**config.mk**
```make
export PLATFORM = sky130hd
export DESIGN_NAME = nearest_joint_solution_select_unit
export DESIGN_NICKNAME = d
export VERILOG_FILES = /design/src/hw/rtl/njss_pkg.sv /design/src/hw/rtl/njss_lane.sv /design/src/hw/rtl/njss_merge.sv /design/src/hw/rtl/nearest_joint_solution_select_unit.sv
export SDC_FILE = /design/constraint.sdc
export NUM_CORES = 2
export LEC_CHECK = 0
export ABC_CLOCK_PERIOD_IN_PS = 31400
export BUFFER_PORTS_ARGS = -buffer_cell sky130_fd_sc_hd__buf_2
export CAP_MARGIN = 20
export CORE_MARGIN = 5
export CORE_UTILIZATION = 25
export CTS_CLUSTER_DIAMETER = 150
export DETAILED_ROUTE_END_ITERATION = 10
export GPL_TIMING_DRIVEN = 0
export PLACE_DENSITY = 0.48
export SLEW_MARGIN = 5
export SYNTH_ARGS = -nofsm -noshare
export SYNTH_HDL_FRONTEND = slang
export SYNTH_SLANG_ARGS = --single-unit
```
**constraint.sdc**
```tcl
create_clock -name clk -period 31.4 [get_ports clk]
set_input_delay 3.14 -clock clk [delete_from_list [all_inputs] [get_ports clk]]
set_output_delay 3.14 -clock clk [all_outputs]
set_load 0.05 [all_outputs]
```
**src/hw/rtl/njss_pkg.sv**
```systemverilog
// ---------------------------------------------------------------------------
// njss_pkg
// Types, constants and register codes for the joint solution selector.
// ---------------------------------------------------------------------------
package njss_pkg;

  localparam int JOINT_COUNT = 6;
  localparam int ANGLE_BITS  = 18;
  localparam int DIST_BITS   = 23;

  // Q4.13 radians
  localparam int PI_Q13     = 25736;
  localparam int TWO_PI_Q13 = 51472;
  localparam int LIMIT_RESET = 81920;

  // lane arithmetic width: room for the angle, the 2*pi offset and a difference
  localparam int LANE_BASE = (ANGLE_BITS > 17) ? ANGLE_BITS : 17;
  localparam int LANE_W    = LANE_BASE + 3;
  localparam int SUM_W     = LANE_W + $clog2(JOINT_COUNT) + 1;
  localparam int CFG_IDX_W = 1;

  typedef logic signed [ANGLE_BITS-1:0] angle_t;
  typedef logic signed [LANE_W-1:0]     lane_s_t;
  typedef logic [LANE_W-1:0]            lane_dist_t;
  typedef logic [DIST_BITS-1:0]         dist_t;

  typedef enum logic [CFG_IDX_W-1:0] {
    REG_DISTANCE_LIMIT = 1'b0,
    REG_ELBOW_FILTER   = 1'b1
  } cfg_reg_t;

  typedef struct packed {
    logic  win;
    dist_t total;
  } merge_t;

  localparam lane_s_t TWO_PI_X    = lane_s_t'(TWO_PI_Q13);
  localparam lane_s_t ANGLE_MIN_X = lane_s_t'(-(64'sd1 <<< (ANGLE_BITS - 1)));
  localparam angle_t  ANGLE_MIN   = angle_t'(-(64'sd1 <<< (ANGLE_BITS - 1)));
  localparam angle_t  PI_ANGLE    = angle_t'(PI_Q13);
  localparam dist_t   DIST_MAX    = {DIST_BITS{1'b1}};

endpackage

```
**src/hw/rtl/njss_lane.sv**
```systemverilog
// ---------------------------------------------------------------------------
// njss_lane
// One joint: distance to the reference, plain or one turn down, and the
// angle that goes with the shorter one.
// ---------------------------------------------------------------------------
module njss_lane
  import njss_pkg::*;
(
  input  angle_t     angle,
  input  angle_t     ref_angle,
  output lane_dist_t distance,
  output angle_t     cand
);

  lane_s_t    a_x;
  lane_s_t    b_x;
  lane_s_t    shifted;
  lane_s_t    diff_plain;
  lane_s_t    diff_shift;
  lane_dist_t mag_plain;
  lane_dist_t mag_shift;
  logic       take_shift;

  assign a_x        = lane_s_t'(angle);
  assign b_x        = lane_s_t'(ref_angle);
  assign shifted    = a_x - TWO_PI_X;
  assign diff_plain = a_x - b_x;
  assign diff_shift = shifted - b_x;
  assign mag_plain  = diff_plain[LANE_W-1] ? lane_dist_t'(-diff_plain) : lane_dist_t'(diff_plain);
  assign mag_shift  = diff_shift[LANE_W-1] ? lane_dist_t'(-diff_shift) : lane_dist_t'(diff_shift);

  // tie keeps the unshifted angle
  assign take_shift = mag_plain > mag_shift;

  always_comb begin
    if (take_shift) begin
      distance = mag_shift;
      cand     = (shifted < ANGLE_MIN_X) ? ANGLE_MIN : shifted[ANGLE_BITS-1:0];
    end else begin
      distance = mag_plain;
      cand     = angle;
    end
  end

endmodule

```
**src/hw/rtl/njss_merge.sv**
```systemverilog
// ---------------------------------------------------------------------------
// njss_merge
// Sums the lane distances, saturates, and tests against the running best
// or the limit.
// ---------------------------------------------------------------------------
module njss_merge
  import njss_pkg::*;
(
  input  lane_dist_t lane_dist [JOINT_COUNT],
  input  logic       have_best,
  input  dist_t      best_distance,
  input  dist_t      distance_limit,
  output merge_t     result
);

  logic [SUM_W-1:0] sum;
  dist_t            sum_sat;
  dist_t            threshold;

  always_comb begin
    sum = '0;
    for (int j = 0; j < JOINT_COUNT; j++) begin
      sum = sum + SUM_W'(lane_dist[j]);
    end
  end

  assign sum_sat   = (sum > SUM_W'(DIST_MAX)) ? DIST_MAX : sum[DIST_BITS-1:0];
  assign threshold = have_best ? best_distance : distance_limit;

  // strictly below: the first of equal sums stays
  assign result.win   = sum_sat < threshold;
  assign result.total = sum_sat;

endmodule

```
**src/hw/rtl/nearest_joint_solution_select_unit.sv**
```systemverilog
// ---------------------------------------------------------------------------
// nearest_joint_solution_select_unit
// Picks, per path point, the candidate joint solution nearest the reference.
// ---------------------------------------------------------------------------
// Takes one item per clock. Each item is handled completely in the cycle it
// is accepted: six joint lanes measure plain and one-turn-down distances
// side by side, an adder tree sums them and one compare decides the best,
// so the next candidate sees the updated best at once. The result of a
// point's last candidate sits in an output register; in_ready drops only
// while that register holds a result that has not been taken. Reference
// items and non-final candidates produce no result. out_valid rises in the
// cycle after the last candidate is accepted.
// ---------------------------------------------------------------------------
module nearest_joint_solution_select_unit
  import njss_pkg::*;
(
  input  logic                 clk,
  input  logic                 rst,
  input  logic                 cfg_write,
  input  logic [CFG_IDX_W-1:0] cfg_index,
  input  logic [DIST_BITS-1:0] cfg_data,
  input  logic                 in_valid,
  output logic                 in_ready,
  input  logic                 kind,
  input  angle_t               angle_0,
  input  angle_t               angle_1,
  input  angle_t               angle_2,
  input  angle_t               angle_3,
  input  angle_t               angle_4,
  input  angle_t               angle_5,
  input  logic                 last_candidate,
  output logic                 out_valid,
  input  logic                 out_ready,
  output angle_t               best_0,
  output angle_t               best_1,
  output angle_t               best_2,
  output angle_t               best_3,
  output angle_t               best_4,
  output angle_t               best_5,
  output logic                 found
);

  dist_t      distance_limit;
  logic       elbow_filter_enable;
  angle_t     reference_angles [JOINT_COUNT];
  angle_t     best_angles      [JOINT_COUNT];
  dist_t      best_distance;
  logic       have_best;
  angle_t     best_out         [JOINT_COUNT];

  angle_t     in_angles [JOINT_COUNT];
  lane_dist_t lane_dist [JOINT_COUNT];
  angle_t     lane_cand [JOINT_COUNT];
  merge_t     merge;
  logic       accept;
  logic       dropped;
  logic       take;
  logic       have_best_next;

  assign in_angles[0] = angle_0;
  assign in_angles[1] = angle_1;
  assign in_angles[2] = angle_2;
  assign in_angles[3] = angle_3;
  assign in_angles[4] = angle_4;
  assign in_angles[5] = angle_5;

  genvar g;
  generate
    for (g = 0; g < JOINT_COUNT; g++) begin : g_lane
      njss_lane u_lane (
        .angle     (in_angles[g]),
        .ref_angle (reference_angles[g]),
        .distance  (lane_dist[g]),
        .cand      (lane_cand[g])
      );
    end
  endgenerate

  njss_merge u_merge (
    .lane_dist      (lane_dist),
    .have_best      (have_best),
    .best_distance  (best_distance),
    .distance_limit (distance_limit),
    .result         (merge)
  );

  assign in_ready = !out_valid || out_ready;
  assign accept   = in_valid && in_ready;

  // elbow filter: joint 1 must be at or above pi
  assign dropped        = elbow_filter_enable && (angle_1 < PI_ANGLE);
  assign take           = kind && !dropped && merge.win;
  assign have_best_next = have_best || take;

  always_ff @(posedge clk) begin
    if (rst) begin
      distance_limit      <= dist_t'(LIMIT_RESET);
      elbow_filter_enable <= 1'b1;
    end else if (cfg_write) begin
      unique case (cfg_reg_t'(cfg_index))
        REG_DISTANCE_LIMIT: distance_limit      <= cfg_data;
        REG_ELBOW_FILTER:   elbow_filter_enable <= cfg_data[0];
        default: ;
      endcase
    end
  end

  always_ff @(posedge clk) begin
    if (rst) begin
      for (int j = 0; j < JOINT_COUNT; j++) begin
        reference_angles[j] <= '0;
        best_angles[j]      <= '0;
      end
      best_distance <= dist_t'(LIMIT_RESET);
      have_best     <= 1'b0;
      out_valid     <= 1'b0;
    end else begin
      if (accept && kind && last_candidate) begin
        out_valid <= 1'b1;
      end else if (out_ready) begin
        out_valid <= 1'b0;
      end
      if (accept) begin
        if (!kind) begin
          reference_angles <= in_angles;
        end else begin
          if (take) begin
            best_angles <= lane_cand;
          end
          if (last_candidate) begin
            found <= have_best_next;
            for (int j = 0; j < JOINT_COUNT; j++) begin
              if (have_best_next) begin
                reference_angles[j] <= take ? lane_cand[j] : best_angles[j];
                best_out[j]         <= take ? lane_cand[j] : best_angles[j];
              end else begin
                best_out[j] <= '0;
              end
            end
            best_distance <= distance_limit;
            have_best     <= 1'b0;
          end else if (take) begin
            best_distance <= merge.total;
            have_best     <= 1'b1;
          end
        end
      end
    end
  end

  assign best_0 = best_out[0];
  assign best_1 = best_out[1];
  assign best_2 = best_out[2];
  assign best_3 = best_out[3];
  assign best_4 = best_out[4];
  assign best_5 = best_out[5];

endmodule

```
==> results_dict.tcl <==
set metrics [dict create \
    max_freq_mhz 45.2 \
    vias 42900 \
    synth_compound_area_share_pct 24.3 \
    cts_resized 0 \
    cts_htree_levels 2 \
    reg2reg_to "best_out[2][0]" \
    slew_headroom_pct 19.3 \
    die-area_um2 176000 \
    final.min_clock_period_ns 22.12 \
    grt_max_degree 77 \
    cp_slowest_cell "clkbuf_1" \
    setup_violations 0 \
    clk_latency_ns 0.66 \
    min_from "best_out[4][7]" \
    muxShareOfSynthArea_pct 4.75 \
    initialDrtViolationCount 3999 \
    postCtsSetupRepairBufs 0 \
    drive_gt1_share_pct 8.10 \
    die_y_um 419 \
    cts_buffers 48 \
    mostFrequentLayoutCell "nor2_1" \
    grt_pass1_vias 40400 \
    rows 150 \
    outcome "completed" \
    clock_path_buffers 3 \
    core_area_um2 167000 \
    finalHoldViolCount 0 \
    ant_nets 0 \
    m1WireLength_um 77700 \
    layout.nets 6395 \
    firstDrtPassIters 8 \
    synth_cell_type_count 102 \
    hold-path-endpoint "best_out[4][7]" \
    met3_length_um 13400 \
    synth_edf_count 91 \
    cts_root_buf "clkbuf_16" \
    cp.arrival_ns 22.50 \
    synth_seq_area_share_pct 20.0 \
    synth_fa_ha_area_share_pct 15.3 \
    areaGrowthSynthToFinish_pct 14.1 \
    cts_tree "done" \
    io_pins 250 \
    yosys.area_share.simple_pct 20.3 \
    clkSinkCount 374 \
    post_drt_via_cell_ratio 5.33 \
    syn_area_um2 41900 \
    synth_top_family_by_area "compound AO/OA/AOI/OAI gates" \
    synthFlopType "dfxtp_1" \
    die_w_um 419 \
    critPathMostFrequentCell "o21ai_0" \
    port_buffers 247 \
    slew_violations 0 \
    r2r_start "reference_angles[72]" \
    holdPathStages 2 \
    wl_per_cell_um 22.9 \
    worst_pin_slew_ns 1.21 \
    cp-start-kind "primary input" \
    reg2reg_slack_ns 12.21 \
    worst_ep_required_time_ns 31.78 \
    antenna_found_initial 42 \
    start_util_pct 25.1 \
    dp_hpwl_um 156000 \
    grt.overflow.total 0 \
    grt_usage_pct 20.2 \
    layout_common_cells "nor2_1, inv_1, ha_1" \
    drt_drc_violations_left 0 \
    fin_skew_ns 0.0699 \
    finish.utilization_pct 28.6 \
    hold_class "flop to flop" \
    synth-xor-area-share_pct 8.95 \
    reg2regPathDepth 56 \
    critical_path_class "primary input to flop" \
    postCtsHoldBufs 0 \
    maxCapViolations 0 \
    routed_wl_um 185000 \
    setup_tns_ns 0 \
    yosys_warnings 0 \
    synthCells 5459 \
    timing.final.crit_share_pct 70.4 \
    critPathMaxFanout 10 \
    dr.max_layer_used "met5" \
    cpPeakStageDelay_ns 0.78 \
    crit_path_end_kind "flop" \
    routed-wl-met2_um 82100 \
    synthArstFlopShare_pct 0 \
    grt_pass1_wl_um 266000 \
    clk_pin_slew_ns 0.06 \
    rsz0062_at_grt "false" \
    gp_congestion 0.955 \
    synth_seq_cells 374 \
    avgSynthCellArea_um2 7.67 \
]
## per-layer routing
metal | global-route usage [%] | vias to the layer above
met5 | 0 | -
met2 | 32.3 | 1585
met4 | 11.1 | 8
met1 | 26.0 | 20700
met3 | 3.37 | 289
li1 | - | 20400
## worst max-delay path by stage
stage / start / to / slack (ns) / cells past startpoint
after global routing: angle_1[4] / best_out[2][0] / 8.35 / 63
final: angle_0[4] / best_out[2][0] / 9.28 / 61
after floorplan: angle_1[4] / best_out[3][4] / 13.88 / 59
after detailed placement: angle_1[4] / best_out[1][4] / 9.01 / 62
after global placement: angle_1[4] / best_out[5][6] / 7.82 / 63
after CTS: angle_1[4] / best_out[1][4] / 9.61 / 62
## through the flow
stage | hold WS, ns | std cells | instance area (um2) | worst slack, ns
after floorplan | 0.432 | 5481 | 42000 | 13.88
after global placement | 0.437 | 7932 | 46000 | 7.82
after detailed placement | 0.435 | 7939 | 46100 | 9.01
after CTS | 0.446 | 8027 | 47700 | 9.61
after global routing | 0.468 | 8038 | 47800 | 8.35
final | 0.443 | 8051 | 47800 | 9.28
## critical path: cells and delay by family
family          cells  cell delay (ns)
compound gates     31             8.17
xor+xnor            3             0.99
fa+ha+maj           9             3.61
buf+inv             9             4.03
simple gates        9             2.49
## cells by family (layout without fill, tap and decap cells)
logic type / Yosys count / after routing
compound gates: 1534 / 1534
xor+xnor: 428 / 428
fa+ha+maj: 469 / 469
buf+inv: 703 / 1047
flops: 374 / 374
mux: 196 / 196
other cells: 2 / 46
simple gates: 1753 / 1753
## cells in the mapped netlist (all sizes together), types with 22 or more instances
master,instances,area share [%]
mux2i,174,4.2
o31ai,62,1.2
nand2b,58,0.87
a21o,112,2.0
edfxtp,91,6.5
nor2,568,5.1
fa,70,3.3
o21a,87,1.6
buf,54,0.60
xor2,159,3.3
or3,58,0.88
nor2b,49,0.73
inv,441,4.0
mux2,22,0.59
o21ai,310,3.7
a31oi,115,1.7
a21oi,364,4.4
nand4,51,0.76
dfxtp,283,14
a221oi,26,0.54
xnor2,269,5.6
and4,37,0.77
o21bai,49,0.90
o211ai,51,0.91
or2,42,0.63
and2,33,0.49
and3,28,0.42
a211oi,105,1.9
nand3,113,1.3
nor4,48,0.73
nand2,388,3.5
clkbuf,206,1.8
nor3,190,2.3
ha,399,12
## sequential cells by signal (all words and copies together) (netlist names)
register	count
best_angles	108
best_distance	23
best_out	108
distance_limit	23
elbow_filter_enable	1
found	1
have_best	1
out_valid	1
reference_angles	108
## layout make-up
type                       instances  area, um2
fill                           18100     119000
multi-input combinational       4404      30900
sequential                       374       8400
tap                             2204       2760
inverter                         443       1670
timing repair buffer             256       1350
clock buffer                      58       1260
buffer                           260       1030
clock inverter                    30        385
antenna                           22       55.1
Power is left out: the tool's default activity adds up to more than one toggle a clock period on the data nets, which glitch-free logic cannot reach.
